**src/rtl/core/srd_pkg.sv**
```systemverilog
// Package: shared types and constants for the sensor record deframer.
package srd_pkg;

  // Framing bytes
  localparam logic [7:0] SYNC_A    = 8'h23;  // '#'
  localparam logic [7:0] SYNC_B    = 8'h21;  // '!'
  localparam logic [7:0] TAG_ERR   = 8'h45;  // 'E'
  localparam logic [7:0] TAG_RANGE = 8'h52;  // 'R'
  localparam logic [7:0] TAG_IMU   = 8'h49;  // 'I'

  // Entry kinds
  localparam logic [1:0] KIND_ERR   = 2'd0;
  localparam logic [1:0] KIND_RANGE = 2'd1;
  localparam logic [1:0] KIND_IMU   = 2'd2;
  localparam logic [1:0] KIND_BAD   = 2'd3;

  // Entry lengths in bytes
  localparam logic [4:0] LEN_ERR   = 5'd2;
  localparam logic [4:0] LEN_RANGE = 5'd10;
  localparam logic [4:0] LEN_IMU   = 5'd20;

  // Bytes held before the completing byte of the longest entry
  localparam int unsigned STORE_DEPTH = 19;
  localparam int unsigned STORE_AW    = $clog2(STORE_DEPTH);

  typedef struct packed {
    logic [1:0]         entry_kind;
    logic signed [15:0] error_code;
    logic [15:0]        range_value;
    logic signed [15:0] gyro_x;
    logic signed [15:0] gyro_y;
    logic signed [15:0] gyro_z;
    logic signed [15:0] accel_x;
    logic signed [15:0] accel_y;
    logic signed [15:0] accel_z;
    logic [63:0]        timestamp;
  } result_t;

  function automatic logic [4:0] entry_len(input logic [1:0] kind);
    logic [4:0] len;
    case (kind)
      KIND_ERR:   len = LEN_ERR;
      KIND_RANGE: len = LEN_RANGE;
      default:    len = LEN_IMU;
    endcase
    return len;
  endfunction

endpackage

```
**src/rtl/core/srd_if.sv**
```systemverilog
// Interfaces: byte input channel and entry result channel.
interface srd_in_if;
  logic       valid;
  logic       ready;
  logic [7:0] data_byte;

  modport source (output valid, output data_byte, input ready);
  modport sink   (input valid, input data_byte, output ready);
endinterface

interface srd_out_if import srd_pkg::*; ();
  logic    valid;
  logic    ready;
  result_t res;

  modport source (output valid, output res, input ready);
  modport sink   (input valid, input res, output ready);
endinterface

```
**src/rtl/core/srd_parser.sv**
```systemverilog
// Parser: sync hunt, record state machine and entry byte store.
module srd_parser import srd_pkg::*; (
  input  logic       clk,
  input  logic       rst_n,
  input  logic       step,
  input  logic [7:0] data_byte,
  output logic       emit,
  output result_t    result
);

  localparam logic [1:0] PH_HUNT  = 2'd0;
  localparam logic [1:0] PH_TAG   = 2'd1;
  localparam logic [1:0] PH_COUNT = 2'd2;
  localparam logic [1:0] PH_ENTRY = 2'd3;

  logic [1:0] phase_r, phase_nxt;
  logic [7:0] old_b_r, old_b_nxt, new_b_r, new_b_nxt;
  logic       old_v_r, old_v_nxt, new_v_r, new_v_nxt;
  logic [1:0] kind_r, kind_nxt;
  logic [7:0] left_r, left_nxt;
  logic [4:0] pos_r, pos_nxt;

  logic [7:0] bytes_r [STORE_DEPTH];
  logic                st_we;
  logic [STORE_AW-1:0] st_idx;

  logic [4:0] len;
  logic [4:0] pos_eff;

  // Next state for one byte
  always_comb begin
    phase_nxt = phase_r;
    old_b_nxt = old_b_r;
    old_v_nxt = old_v_r;
    new_b_nxt = new_b_r;
    new_v_nxt = new_v_r;
    kind_nxt  = kind_r;
    left_nxt  = left_r;
    pos_nxt   = pos_r;
    st_we     = 1'b0;
    st_idx    = '0;
    emit      = 1'b0;
    len       = entry_len(kind_r);
    pos_eff   = (pos_r >= len) ? 5'd0 : pos_r;

    unique case (phase_r)
      PH_TAG: begin
        if (data_byte == TAG_ERR) begin
          kind_nxt  = KIND_ERR;
          phase_nxt = PH_COUNT;
        end else if (data_byte == TAG_RANGE) begin
          kind_nxt  = KIND_RANGE;
          phase_nxt = PH_COUNT;
        end else if (data_byte == TAG_IMU) begin
          kind_nxt  = KIND_IMU;
          phase_nxt = PH_COUNT;
        end else begin
          // reuse the unknown tag as the first hunt byte
          phase_nxt = PH_HUNT;
          new_b_nxt = data_byte;
          new_v_nxt = 1'b1;
          old_v_nxt = 1'b0;
        end
      end
      PH_COUNT: begin
        left_nxt  = data_byte;
        pos_nxt   = 5'd0;
        phase_nxt = (data_byte == 8'd0) ? PH_TAG : PH_ENTRY;
      end
      PH_ENTRY: begin
        if (kind_r == KIND_BAD) begin
          phase_nxt = PH_HUNT;
          old_v_nxt = 1'b0;
          new_v_nxt = 1'b0;
        end else if (pos_eff + 5'd1 < len) begin
          // hold the byte until the entry completes
          st_we   = 1'b1;
          st_idx  = pos_eff[STORE_AW-1:0];
          pos_nxt = pos_eff + 5'd1;
        end else begin
          emit     = 1'b1;
          pos_nxt  = 5'd0;
          left_nxt = left_r - 8'd1;
          if (left_r == 8'd1) begin
            phase_nxt = PH_TAG;
          end
        end
      end
      default: begin
        // slide the three-byte sync window
        if (old_v_r && new_v_r && old_b_r == SYNC_A && new_b_r == SYNC_B) begin
          old_v_nxt = 1'b0;
          new_v_nxt = 1'b0;
          old_b_nxt = 8'd0;
          new_b_nxt = 8'd0;
          if (data_byte != 8'd0 && !data_byte[7]) begin
            phase_nxt = PH_TAG;
          end
        end else begin
          old_b_nxt = new_b_r;
          old_v_nxt = new_v_r;
          new_b_nxt = data_byte;
          new_v_nxt = 1'b1;
        end
      end
    endcase
  end

  // Assemble the result from held bytes and the completing byte
  always_comb begin
    result            = '0;
    result.entry_kind = kind_r;
    case (kind_r)
      KIND_ERR: begin
        result.error_code = {bytes_r[0], data_byte};
      end
      KIND_RANGE: begin
        result.range_value = {bytes_r[0], bytes_r[1]};
        result.timestamp   = {bytes_r[2], bytes_r[3], bytes_r[4], bytes_r[5],
                              bytes_r[6], bytes_r[7], bytes_r[8], data_byte};
      end
      default: begin
        result.gyro_x    = {bytes_r[0], bytes_r[1]};
        result.gyro_y    = {bytes_r[2], bytes_r[3]};
        result.gyro_z    = {bytes_r[4], bytes_r[5]};
        result.accel_x   = {bytes_r[6], bytes_r[7]};
        result.accel_y   = {bytes_r[8], bytes_r[9]};
        result.accel_z   = {bytes_r[10], bytes_r[11]};
        result.timestamp = {bytes_r[12], bytes_r[13], bytes_r[14], bytes_r[15],
                            bytes_r[16], bytes_r[17], bytes_r[18], data_byte};
      end
    endcase
  end

  // Advance control state
  always_ff @(posedge clk) begin
    if (!rst_n) begin
      phase_r <= PH_HUNT;
      old_b_r <= 8'd0;
      old_v_r <= 1'b0;
      new_b_r <= 8'd0;
      new_v_r <= 1'b0;
      kind_r  <= KIND_ERR;
      left_r  <= 8'd0;
      pos_r   <= 5'd0;
    end else if (step) begin
      phase_r <= phase_nxt;
      old_b_r <= old_b_nxt;
      old_v_r <= old_v_nxt;
      new_b_r <= new_b_nxt;
      new_v_r <= new_v_nxt;
      kind_r  <= kind_nxt;
      left_r  <= left_nxt;
      pos_r   <= pos_nxt;
    end
  end

  // Entry byte store
  always_ff @(posedge clk) begin
    if (step && st_we) begin
      bytes_r[st_idx] <= data_byte;
    end
  end

  // A full inertial entry holds every store slot before its last byte
  a_pos_in_store: assert property (@(posedge clk) disable iff (!rst_n)
    pos_r < LEN_IMU)
    else $error("entry byte position beyond store");

  a_entry_has_work: assert property (@(posedge clk) disable iff (!rst_n)
    phase_r == PH_ENTRY |-> left_r != 8'd0)
    else $error("inside an entry with no entries left");

  a_emit_known_kind: assert property (@(posedge clk) disable iff (!rst_n)
    emit |-> phase_r == PH_ENTRY && kind_r != KIND_BAD)
    else $error("result raised outside a valid entry");

endmodule

```
**src/rtl/core/sensor_record_deframer.sv**
```systemverilog
// Top level: sensor record deframer with input buffer and result register.
// Takes one serial byte per cycle while out_ch keeps up, hunts for the
// '#','!',length sync header, then parses tagged records of error, range
// and inertial entries and emits one result per completed entry. The
// parser's per-byte state machine sustains one byte per clock unless the
// result side stalls. Each byte is held in the input register; the result
// of a completed entry is registered in the result register. One byte is
// buffered at the input, so the block can take one more byte while a finished
// result waits for out_ch.ready; it stops only when both of them stall.
module sensor_record_deframer import srd_pkg::*; (
  input  logic      clk,
  input  logic      rst_n,
  srd_in_if.sink    in_ch,
  srd_out_if.source out_ch
);

  logic       in_valid_r;
  logic [7:0] in_byte_r;
  logic       advance;
  logic       emit;
  result_t    result;
  logic       out_valid_r;
  result_t    out_res_r;

  // Process the buffered byte when the result register is free or being taken
  assign advance     = in_valid_r && (!out_valid_r || out_ch.ready);
  assign in_ch.ready = !in_valid_r || advance;

  // Input register
  always_ff @(posedge clk) begin
    if (!rst_n) begin
      in_valid_r <= 1'b0;
    end else if (in_ch.valid && in_ch.ready) begin
      in_valid_r <= 1'b1;
    end else if (advance) begin
      in_valid_r <= 1'b0;
    end
  end

  always_ff @(posedge clk) begin
    if (in_ch.valid && in_ch.ready) begin
      in_byte_r <= in_ch.data_byte;
    end
  end

  srd_parser u_parser (
    .clk       (clk),
    .rst_n     (rst_n),
    .step      (advance),
    .data_byte (in_byte_r),
    .emit      (emit),
    .result    (result)
  );

  // Result register
  always_ff @(posedge clk) begin
    if (!rst_n) begin
      out_valid_r <= 1'b0;
    end else if (advance) begin
      out_valid_r <= emit;
    end else if (out_ch.ready) begin
      out_valid_r <= 1'b0;
    end
  end

  always_ff @(posedge clk) begin
    if (advance && emit) begin
      out_res_r <= result;
    end
  end

  assign out_ch.valid = out_valid_r;
  assign out_ch.res   = out_res_r;

  a_advance_needs_byte: assert property (@(posedge clk) disable iff (!rst_n)
    advance |-> in_valid_r)
    else $error("parser stepped without a buffered byte");

  a_emit_loads_output: assert property (@(posedge clk) disable iff (!rst_n)
    advance && emit |=> out_valid_r)
    else $error("completed entry did not reach the result register");

  a_no_overwrite: assert property (@(posedge clk) disable iff (!rst_n)
    out_valid_r && !out_ch.ready |-> !advance)
    else $error("pending result overwritten");

endmodule

```
**src/flat_wrapper.sv**
```systemverilog
// flat-port wrapper written by rule: the top's interface ports become plain ports
module sensor_record_deframer_flat import srd_pkg::*;
  (clk, rst_n, in_ch_valid, in_ch_data_byte, in_ch_ready, out_ch_valid, out_ch_res, out_ch_ready);
  srd_in_if in_ch_i ();
  srd_out_if out_ch_i ();
  input  logic clk;
  input  logic rst_n;
  input wire logic [$bits(in_ch_i.valid)-1:0] in_ch_valid;
  input wire logic [$bits(in_ch_i.data_byte)-1:0] in_ch_data_byte;
  output wire logic [$bits(in_ch_i.ready)-1:0] in_ch_ready;
  output wire logic [$bits(out_ch_i.valid)-1:0] out_ch_valid;
  output wire logic [$bits(out_ch_i.res)-1:0] out_ch_res;
  input wire logic [$bits(out_ch_i.ready)-1:0] out_ch_ready;
  assign in_ch_i.valid = in_ch_valid;
  assign in_ch_i.data_byte = in_ch_data_byte;
  assign in_ch_ready = in_ch_i.ready;
  assign out_ch_valid = out_ch_i.valid;
  assign out_ch_res = out_ch_i.res;
  assign out_ch_i.ready = out_ch_ready;
  sensor_record_deframer u_core (.clk(clk), .rst_n(rst_n), .in_ch(in_ch_i), .out_ch(out_ch_i));
endmodule
```
**config.mk**
```make
export PLATFORM = sky130hd
export DESIGN_NAME = sensor_record_deframer_flat
export DESIGN_NICKNAME = d
export VERILOG_FILES = /design/src/rtl/core/srd_pkg.sv /design/src/rtl/core/srd_if.sv /design/src/rtl/core/srd_parser.sv /design/src/rtl/core/sensor_record_deframer.sv /design/src/flat_wrapper.sv
export SDC_FILE = /design/constraint.sdc
export NUM_CORES = 1
export LEC_CHECK = 0
export BUFFER_PORTS_ARGS = -buffer_cell sky130_fd_sc_hd__buf_2
export CAP_MARGIN = 20
export CORE_ASPECT_RATIO = 2
export CORE_MARGIN = 4
export CORE_UTILIZATION = 40
export CTS_CLUSTER_SIZE = 16
export DETAILED_ROUTE_END_ITERATION = 8
export GPL_TIMING_DRIVEN = 0
export PLACE_DENSITY = 0.67
export SLEW_MARGIN = 25
export SYNTH_ARGS = -nofsm -noshare
export SYNTH_HDL_FRONTEND = slang
export SYNTH_HIERARCHICAL = 1
export SYNTH_SLANG_ARGS = --single-unit
export TNS_END_PERCENT = 50
```
**constraint.sdc**
```tcl
create_clock -name clk -period 24.1 [get_ports clk]
set_input_delay 2.41 -clock clk [delete_from_list [all_inputs] [get_ports clk]]
set_output_delay 2.41 -clock clk [all_outputs]
set_load 0.02 [all_outputs]
```
; Word level (Yosys, flattened, before mapping)
; Memories as Yosys holds them, arrays and structs flattened. A register that Yosys moved wholly into a read port is not among the register bits.
; Index checks and enable logic that the tools add are counted.
[op_classes]
n_reduce_logical = 32
add_sub_neg = 2
shift = 0
mul = 0
muxes = 54
div = 0
n_lt_le_gt_ge = 2
n_bitwise = 3
n_eq_ne = 19
[ops]
columns = op, n
row1 = $pmux W64 S2, 1
row2 = $mux W8, 7
row3 = $pmux W8 S2, 2
row4 = $mux W5, 6
row5 = $eq A8 B7 Y1 const B, 3
row6 = $mux W2, 12
row7 = $mux W1, 21
row8 = $pmux W5 S2, 2
row9 = $eq A8 B6 Y1 const B, 2
row10 = $ne A2 B2 Y1 const B, 6
row11 = $reduce_and A5 Y1, 2
row12 = $eq A8 B1 Y1 const B, 1
row13 = $logic_and A1 B1 Y1, 8
row14 = $logic_not A8 Y1, 1
row15 = $reduce_bool A4 Y1, 2
row16 = $reduce_bool A8 Y1, 1
row17 = $sub A8 B1 Y8 const B, 1
row18 = $eq A2 B2 Y1 const B, 3
row19 = $ne A3 B3 Y1 const B, 2
row20 = $pmux W1 S3, 2
row21 = $pmux W2 S3, 1
row22 = $reduce_and A3 Y1, 2
row23 = $reduce_and A6 Y1, 1
row24 = $reduce_bool A2 Y1, 3
row25 = 13 further kinds, 20
[word_totals]
word_cells = 133
memories = 1
input_bits = 12
ramBits = 152
latch_bits = 0
romBits = 0
ff_bits = 223
output_inout_bits = 196
[mem_list]
columns = name, words, width, read_ports, rd_ports_with_merged_regs, wr, line_no
row1 = u_core.u_parser.bytes_r, 19, 8, 19, 3, 1, srd_parser.sv:23  ; logic [7:0] bytes_r [STORE_DEPTH];

; Depth between registers and ports, before layout
; Gate-level depths: netlist of run 1.
[depth]
depth_word = 12
depth_mapped = 22
ltp_nobuf = 17

; Modules after synthesis
; The synthesis of run 1 kept the hierarchy.
[by_module_without_submodules]
columns = mod, seq_area_each_um2, cells_per_inst, n_inst, area_each_um2
row1 = srd_parser, 5265.0, 667, 1, 8351.8
row2 = sensor_record_deframer, 6105.9, 215, 1, 6178.4

; Least setup slack after synthesis of run 1
; OpenSTA, ideal clock, no wires.
[synth_timing]
path_kind = register to register
startpoint = register u_core.u_parser.kind_r[0]
endpoint = register u_core.out_res_r (netlist bit u_core/out_ch.res[0]), enable pin
stages_incl_launch_ff = 21
path_slack_ps = 11804
arrival_time_ps = 11545
t_required_ps = 23350
path_buffers = 3
period_less_slack_ps = 12296
cell_sequence = dfxtp_1 -> nor2b_1 -> clkbuf_1 -> clkbuf_1 -> inv_1 -> ha_1 -> o21ai_0 -> a31oi_1 -> o21a_1 -> buf_6 -> nor3_1 -> ha_1 -> or4_1 -> mux2_2 -> nand3_1 -> ha_1 -> nor3_1 -> o2bb2ai_2 -> nor2b_1 -> nand2_1 -> nor2_1
[synth_between]
elab_chain_len = 10
elab_cells_between_ends = 12
cone_classes = 1 x add/sub / 2 x order compare / 2 x eq/ne / 5 x mux / 2 x reduce/logical
[synth_rtl]
columns = item, line_no
row1 = from (decl), srd_parser.sv:19  ; logic [1:0] kind_r, kind_nxt;
row2 = from (signal assigned), srd_parser.sv:152  ; kind_r <= kind_nxt;
row3 = $eq A2 B1 Y1 / $logic_not A2 Y1 (equally long branches), srd_pkg.sv:41  ; case (kind)
row4 = $pmux W5 S2, srd_pkg.sv:41
row5 = $ge A5 B5 Y1, srd_parser.sv:44  ; pos_eff = (pos_r >= len) ? 5'd0 : pos_r;
row6 = $mux W5, srd_parser.sv:44
row7 = $add A5 B1 Y5, srd_parser.sv:75  ; end else if (pos_eff + 5'd1 < len) begin
row8 = $lt A5 B5 Y1, srd_parser.sv:75
row9 = $mux W1, srd_parser.sv:75
row10 = $mux W1 *, srd_parser.sv:71  ; if (kind_r == KIND_BAD) begin
row11 = $mux W1 *, srd_parser.sv:46  ; unique case (phase_r)
row12 = via u_core.emit, sensor_record_deframer.sv:20  ; logic emit;
row13 = $logic_and A1 B1 Y1 *, sensor_record_deframer.sv:67  ; if (advance && emit) begin
row14 = to (signal assigned), sensor_record_deframer.sv:68  ; out_res_r <= result;
row15 = to (decl), sensor_record_deframer.sv:23  ; result_t out_res_r;
; Mark *: on every way through the listed nets, which the timed path passes. The rest lies on a longest branch.
; A chain may end at the register's enable or synchronous reset.

; Worst setup path in the final report of run 1
[layout_timing]
startpoint = register u_core.u_parser.kind_r[1]
endpoint = register u_core/out_ch.res[108] (netlist name)
[layout_between]
elab_chain_len = 10
elab_cells_between_ends = 12
cone_classes = 1 x add/sub / 2 x order compare / 2 x eq/ne / 5 x mux / 2 x reduce/logical
[layout_rtl]
columns = item, line_no
row1 = $eq A2 B1 Y1 / $logic_not A2 Y1 (equally long branches), srd_pkg.sv:41
row2 = $pmux W5 S2, srd_pkg.sv:41
row3 = $ge A5 B5 Y1, srd_parser.sv:44
row4 = $mux W5, srd_parser.sv:44
row5 = $add A5 B1 Y5, srd_parser.sv:75
row6 = $lt A5 B5 Y1, srd_parser.sv:75
row7 = $mux W1, srd_parser.sv:75
row8 = $mux W1 *, srd_parser.sv:71
row9 = $mux W1 *, srd_parser.sv:46
row10 = via u_core.emit, sensor_record_deframer.sv:20
row11 = $logic_and A1 B1 Y1 *, sensor_record_deframer.sv:67
; Marks and branches as above.

==> results of run 1 <==
-- cell families after synthesis --
kind of cell	count (synthesis)	synth area share, %
AO/OA/AOI/OAI	135	7.36
XOR/XNOR	3	0.181
adder cells (fa/ha/maj)	14	1.21
buffers and inverters	63	1.81
flip-flops	391	78.3
multiplexers	7	0.491
AND/OR/NAND/NOR	269	10.7
-- routing by layer --
metal,wire length [um],track usage (%)
met5,0,0
met4,1930,9.34
met3,1500,2.05
met2,21300,35.7
met1,11700,17.6
-- final cells by class --
cell class	instances	area, um^2	area share, %
Buffer	43	188	1.07
Clock buffer	34	787	4.48
Clock inverter	18	185	1.05
Inverter	20	75.1	0.428
Multi-Input combinational cell	428	2960	16.9
Sequential cell	391	11400	64.8
Tap cell	450	563	3.21
Timing Repair Buffer	229	1430	8.12
-- synthesized netlist by cell type (all sizes together) (4+ instances only) --
library cell  count  area [um^2]
buf              11         67.6
nor2b            11         76.3
nand2b            5         38.8
nor4              8         65.1
ha               14          175
a21boi            5         41.3
nand4             4         25.0
o21ai            14         73.8
or4               7         67.6
a21oi            18         90.1
a32o              8         80.1
a22o             56          490
nand2            39          149
edfxtp          354        10600
o21a              4         30.0
mux2i             6         60.1
o31ai             5         37.5
clkbuf           32          120
nor3             27          135
nor2             24         90.1
nand3             7         35.0
and2            128          801
dfxtp            37          741
inv              19         71.3
-- final timing paths --
check,endpoint,cells past startpoint
min reg2reg,u_core/u_parser/old_b_r[3],2
min,u_core/u_parser/old_b_r[3],2
max reg2reg,u_core/out_ch.res[108],26
max,u_core/out_ch.res[108],26
-- report_power, final --
part | switching (W) | internal [W] | total (W)
Clock | 0.000225 | 0.000276 | 0.000501
Combinational | 0.0000123 | 0.00000652 | 0.0000188
Sequential | 0.00000291 | 0.000734 | 0.000737
Total | 0.000240 | 0.00102 | 0.00126
-- through the flow --
step	util, %	total power (W)	area (um^2)	cells	hold WS, ns
after global routing	49.0	0.00129	17600	1613	0.481
after global placement	45.0	0.000767	16100	1539	0.436
after floorplan	-	0.000758	14500	882	0.427
final	49.0	0.00126	17600	1613	0.453
after detailed placement	46.3	0.000771	16600	1561	0.447
after CTS	49.0	0.00127	17600	1613	0.457
-- state kept, by name, indices dropped and copies added (netlist names) --
name,flops
u_core/u_parser/left_r,8
u_core/u_parser/pos_r,5
u_core/u_parser/bytes_r,152
u_core/u_parser/old_v_r,1
u_core/out_ch.valid,1
u_core/out_ch.res,194
u_core/u_parser/phase_r,2
u_core/u_parser/kind_r,2
u_core/u_parser/new_b_r,8
u_core/in_byte_r,8
u_core/u_parser/new_v_r,1
u_core/u_parser/old_b_r,8
u_core/in_valid_r,1
-- critical path: stages (launching register included) --
cell and delay [ns]:
dfxtp_1 0.39, buf_6 0.18, clkbuf_1 0.51, clkbuf_1 0.46
inv_1 0.19, ha_1 0.30, o21ai_0 0.16, a31oi_1 0.09
o21a_1 0.24, buf_6 0.15, nor3_1 0.16, ha_1 0.29
nand3_1 0.12, xor2_1 0.16, nor3_1 0.38, ha_1 0.29
nor3_1 0.08, o2bb2ai_2 0.18, nor2b_1 0.38, nand2_1 0.18
nor2_4 0.20, buf_12 0.22, buf_16 0.20, buf_16 0.18
buf_12 0.20, buf_12 0.21, buf_12 0.21
==> metrics.md, run 1 <==
| Metric | Value |
|---|---|
| First-pass GRT wire length | between 50 and 60 mm |
| Insertion delay to the later sink of the worst-skew pair | 0.56 ns |
| Die area | 0.0396 mm^2 |
| Gate Count Post-Synth | 882 |
| Seq/Total Area, Yosys | 78.3% |
| Reg2reg setup slack | 17.41 ns |
| Yosys cell types | 60 |
| Post-CTS Hold Fix Bufs | 0 |
| Area Growth Syn to Fin | 20.8% |
| Main synth FF type | edfxtp_1 |
| DR WL/cell | 22.6 um |
| Post-synth ARST share | 0% |
| Crit path kind | flop to flop |
| IO buf count | between 200 and 250 |
| Layout cells sized above 1 | 26.3% |
| Commonest non-fill, non-tap cell in the layout | edfxtp_1 |
| CTS Buf Count | 31 |
| Setup ws final | around 17 ns |
| Maximum number of pins on one net before global-route repair | 29 |
| Filler Cell Count | 3081 |
| DP Worst Slack | between 15 and 20 ns |
| DPL Wire Length | ~26 mm |
| DR pass1 iterations | 5 |
| Clock Sinks | 391 |
| Unrepaired setup endpoints after global routing | no |
| CTS HTree Levels | 1 |
| Worst slew pin tran | 0.998 ns |
| Antenna Violating Nets Remaining | 0 |
| Nature of the critical path endpoint | flop |
| Vias in the first global route | 8882 |
| Commonest non-fill, non-tap cells in the layout | edfxtp_1 (354), buf_2 (210), and2_1 (128), a22o_1 (56), nand2_1 (38) |
| Final Hold Viols | 0 |
| Status | finished clean |
| Hold Crit Class | flop to flop |
| GRT Util Overall | 18.0% |
| Fmax | 149 MHz |
| CTS tree | yes |
| R2r startpoint | u_core/u_parser/kind_r[1] |
| Die width | 143 um |
| VDD IR max | 0.0000540 V |
| Grt ovf | 0 |
| Setup Skew | 0.0114 ns |
| Min Tclk post-route | 6.69 ns |
| CP arrival | 6.95 ns |
| Yosys reg bits | 391 |
| Cell Rows | 98 |
| Post-route DRC | 0 |
| Tcrit/Tclk final | 27.8% |
| Number of flops mapped to enable cells by yosys | 354 |
| Via-to-Cell Ratio | roughly 5.2 |
| Diodes inserted | 0 |
| Clk buf depth | 3 |
| Crit path required time | 24.36 ns |
| Syn_area_per_cell | 16.5 um^2 |
| P per Cell Area | 71.6 mW/mm^2 |
| RD Place Congestion | 0.845 |
| Number of top-level pins | 208 |
| Max-slew violation count | 0 |
| Syn nets | 908 |
| Beginning of the critical path | u_core/u_parser/kind_r[1] |
| Nature of the critical path startpoint | flop |
| Clock slew at reported path FFs | 0.07 ns |
| Nets | about 1200 |
| Rel. slew slack | between 30% and 40% |
| Synth Warn # | 6 |
| Initial DRC Count | 633 |
| Max-cap violation count | 0 |
| Placeable Area | about 0.036 mm^2 |
| Post-synthesis cell area | 0.0145 mm^2 |
| Lkg Pwr | 6.25 nW |
| Routed wire length | 36.5 mm |
| Final Setup Violations | 0 |
| Post-CTS Setup Inserts | 0 |
| Starting Density | 40.6% |
| CTS resizes | 0 |
| Total negative setup slack | 0 ns |
| Initial antenna violation count | 0 |
| Root cell of the clock tree | clkbuf_16 |
| Die Height | 278 um |
| Crit path max fanout | 28 |
| Vias | 8463 |
| Hold_sp | u_core/u_parser/old_b_r[3] |
(Power assumes the default switching activity.)
==> run 2: changes to the inputs <==
ABC_AREA = 1   (was default)
PLACE_DENSITY = 0.69   (was 0.67)
clock period = 5.6 ns   (was 24.1 ns; I/O delays follow)
==> metrics.md, run 2 <==
| Metric | Value |
|---|---|
| IO buf count | 207 (unchanged) |
| NetSw | 0.00111 W (+360%) |
| Combinational Power Share | 1.5% (about the same) |
| Clock power frac | 41.9% (+2.0 points) |
| Number of flops mapped to enable cells by yosys | 354 (unchanged) |
| Placeable Area | 0.0367 mm^2 (+2.4%) |
| Synth top cells by count | edfxtp_1 (354), nand2_1 (295), inv_1 (172), nor2_1 (131), nand3_1 (80) |
| Crit path kind | flop to flop |
| Root cell of the clock tree | clkbuf_16 |
| Clock Sinks | 391 (unchanged) |
| CP arrival | 5.02 ns (-1.93 ns) |
| Post-CTS Hold Fix Bufs | 0 (unchanged) |
| Sequential share of power | 56.5% (-2.2 points) |
| Final Setup Violations | 0 (unchanged) |
| Largest area contributor in the netlist | edfxtp_1 |
| Hold Crit Class | input pin to flop |
| Commonest non-fill, non-tap cells in the layout | edfxtp_1 (354), nand2_1 (292), buf_2 (213), inv_1 (170), nor2_1 (126) |
| Cell Rows | 99 (+1.0%) |
| Max layer used | met4 |
| Max reg flops | 194 (unchanged) |
| Diodes inserted | 0 (unchanged) |
| Main synth FF type | edfxtp_1 |
| Yosys reg bits | 391 (unchanged) |
| Top-count cell post-synth | edfxtp_1 |
| Lkg Pwr | 8.43 nW (+35%) |
| RD Place Congestion | 0.870 (+3.0%) |
| Initial DRC Count | 752 (+19%) |
| Yosys cell types | 31 (-48%) |
| Syn nets | 1239 (+36%) |
| Routed wire length | 38.2 mm (+4.8%) |
| Min Tclk post-route | 4.86 ns (-1.83 ns) |
| Area Growth Syn to Fin | 21.8% |
| Yosys top cell area share | 71.5% (-1.7 points) |
| Clock slew at reported path FFs | 0.07 ns (about the same) |
| Seq/Total Area, Yosys | 76.4% (-1.8 points) |
| Synth Warn # | 6 (unchanged) |
| Power, Total | 0.00564 W (+350%) |
| Post-route DRC | 0 (unchanged) |
| DPL Wire Length | 28.2 mm (+6.9%) |
| Nature of the critical path endpoint | flop |
| Synth top area cells | edfxtp_1 (71%), nand2_1 (7.4%), dfxtp_1 (5.0%), inv_1 (4.3%), nor2_1 (3.3%) |
| Worst slew pin tran | 0.959 ns (-0.0389 ns) |
| M1 WL | 12.4 mm (+5.6%) |
| Met3 wire length | 1.74 mm (+16%) |
| First-pass GRT wire length | 55.9 mm (+4.4%) |
| Filler Cell Count | 3161 (+2.6%) |
| CTS resizes | 0 (unchanged) |
| Max-cap violation count | 0 (unchanged) |
| Unrepaired setup endpoints after global routing | no |
| Status | finished clean |
| Gate Count Post-Synth | 1213 (+38%) |
| Die area | 0.0405 mm^2 (+2.3%) |
| GRT Util Overall | 18.6% (+0.57 points) |
| Post-CTS Setup Inserts | 0 (unchanged) |
| DR pass1 iterations | 5 (unchanged) |
| Post-synthesis cell area | 0.0149 mm^2 (+2.4%) |
| Commonest non-fill, non-tap cell in the layout | edfxtp_1 |
| Switching Share | 19.7% (+0.56 points) |
| Maximum number of pins on one net before global-route repair | 27 (-6.9%) |
| DR WL/cell | 19.6 um (-13%) |
| Die width | 144 um (+1.1%) |
| Starting Density | 40.6% (about the same) |
| Rel. slew slack | 35.8% (+2.6 points) |
| Tcrit/Tclk final | 86.8% (+59 points) |
| P per Cell Area | 311 mW/mm^2 (+330%) |
| Antenna Violating Nets Remaining | 0 (unchanged) |
| Max-slew violation count | 0 (unchanged) |
| Number of top-level pins | 208 (unchanged) |
| Crit path max fanout | 11 (-61%) |
| Vias in the first global route | 9603 (+8.1%) |
| Post-synth ARST share | 0% (unchanged) |
| Final Hold Viols | 0 (unchanged) |
| Syn_area_per_cell | 12.3 um^2 (-26%) |
| Int Power | 0.00453 W (+350%) |
| Fmax | 206 MHz (+38%) |
| WHS | 0.216 ns (-0.236 ns) |
| Setup Skew | 0.0208 ns (+0.00939 ns) |
| Nets | 1501 (+28%) |
| CTS tree | yes |
| Routed wl met2 | 21.5 mm (+0.86%) |
| VDD IR max | 0.000196 V (+260%) |
| Crit path required time | 5.76 ns (-18.60 ns) |
| Grt ovf | 0 (unchanged) |
| Die Height | 281 um (+1.1%) |
| CTS Buf Count | 35 (+13%) |
| CTS HTree Levels | 2 (+1) |
| Clk buf depth | 3 (unchanged) |
| Via-to-Cell Ratio | 4.93 (-6.1%) |
| Initial antenna violation count | 0 (unchanged) |
| Nature of the critical path startpoint | flop |
| Insertion delay to the later sink of the worst-skew pair | 0.53 ns (-0.03 ns) |
| Layout cells sized above 1 | 21.1% (-5.2 points) |
| Vias | 9629 (+14%) |
==> run 2: cell count changes after synthesis, sizes merged, moves of 25 or more <==
cell   previous run  this run
nor2             24       134
nor3             27         2
a22o             56         0
nand3             7        83
and2            128         2
inv              19       176
nand2            39       298
==> run 2: worst paths after layout <==
path,start,end,slack [ns],cells past startpoint
setup / recovery,u_core/u_parser/kind_r[0],u_core/u_parser/bytes_r[5][0],0.74,20
hold / removal,in_ch_data_byte[5],u_core/in_byte_r[5],0.22,1
setup reg to reg,u_core/u_parser/kind_r[0],u_core/u_parser/bytes_r[5][0],0.74,20
hold reg to reg,u_core/u_parser/new_b_r[1],u_core/u_parser/new_b_r[1],0.49,2
==> run 2: final cells by class <==
class	instances	area (um^2)	share of cell area, %
tap	454	568	3.14
buffer	40	199	1.10
inverter	176	666	3.67
clock inverter	19	193	1.06
clock buffer	43	927	5.12
timing repair buffer	225	1450	8.00
sequential	391	11400	62.8
multi-input combinational	606	2740	15.1
==> run 2: cells by family after synthesis <==
group	synth area share (%)
adders and majority gates	1.18
DFF	76.4
AOI/OAI and AO/OA	2.20
and+or+nand+nor	14.5
buffers and inverters	5.59
xor gates and xnor gates	0.118
==> run 2: stage by stage <==
step                      area (um^2)  worst slack (ns)  util [%]  TNS, ns  std cells
after global routing            18100             0.415      49.4        0       1954
after detailed placement        17000             0.600      46.4        0       1892
final                           18100             0.737      49.4        0       1954
after CTS                       18100             0.562      49.4        0       1954
after global placement          16600             -1.97      45.2  -380.47       1874
after floorplan                 15000            -0.275         -   -53.25       1213
==> run 2: power by group through the flow <==
stage	sequential (W)	combinational [W]	clock, W
after global placement	0.00327	0.0000515	0
after CTS	0.00319	0.0000864	0.00241
final	0.00319	0.0000854	0.00236
after global routing	0.00319	0.0000946	0.00253
after detailed placement	0.00325	0.0000856	0
after floorplan	0.00324	0.0000381	0
==> run 2: metal layers <==
metal  vias to the layer above  global-route usage (%)
li1                       4535                       -
met1                      4632                    17.9
met2                       350                    35.7
met3                       112                    2.25
met4                         0                    12.3
met5                         -                       0
==> run 2: critical path, stage by stage, from the launching register on <==
cell,delay [ns]
dfxtp_1,0.38
buf_2,0.22
nand2_2,0.18
clkbuf_4,0.27
ha_1,0.29
nand2_1,0.06
nor2_1,0.04
nand2_1,0.08
nand2_2,0.13
nor2_4,0.22
ha_4,0.17
inv_2,0.03
nor2_2,0.09
nand3_1,0.10
and2_1,0.16
ha_1,0.30
a21oi_1,0.29
nand3_2,0.15
nor2_1,0.31
nand3_1,0.29
nor2_1,0.74
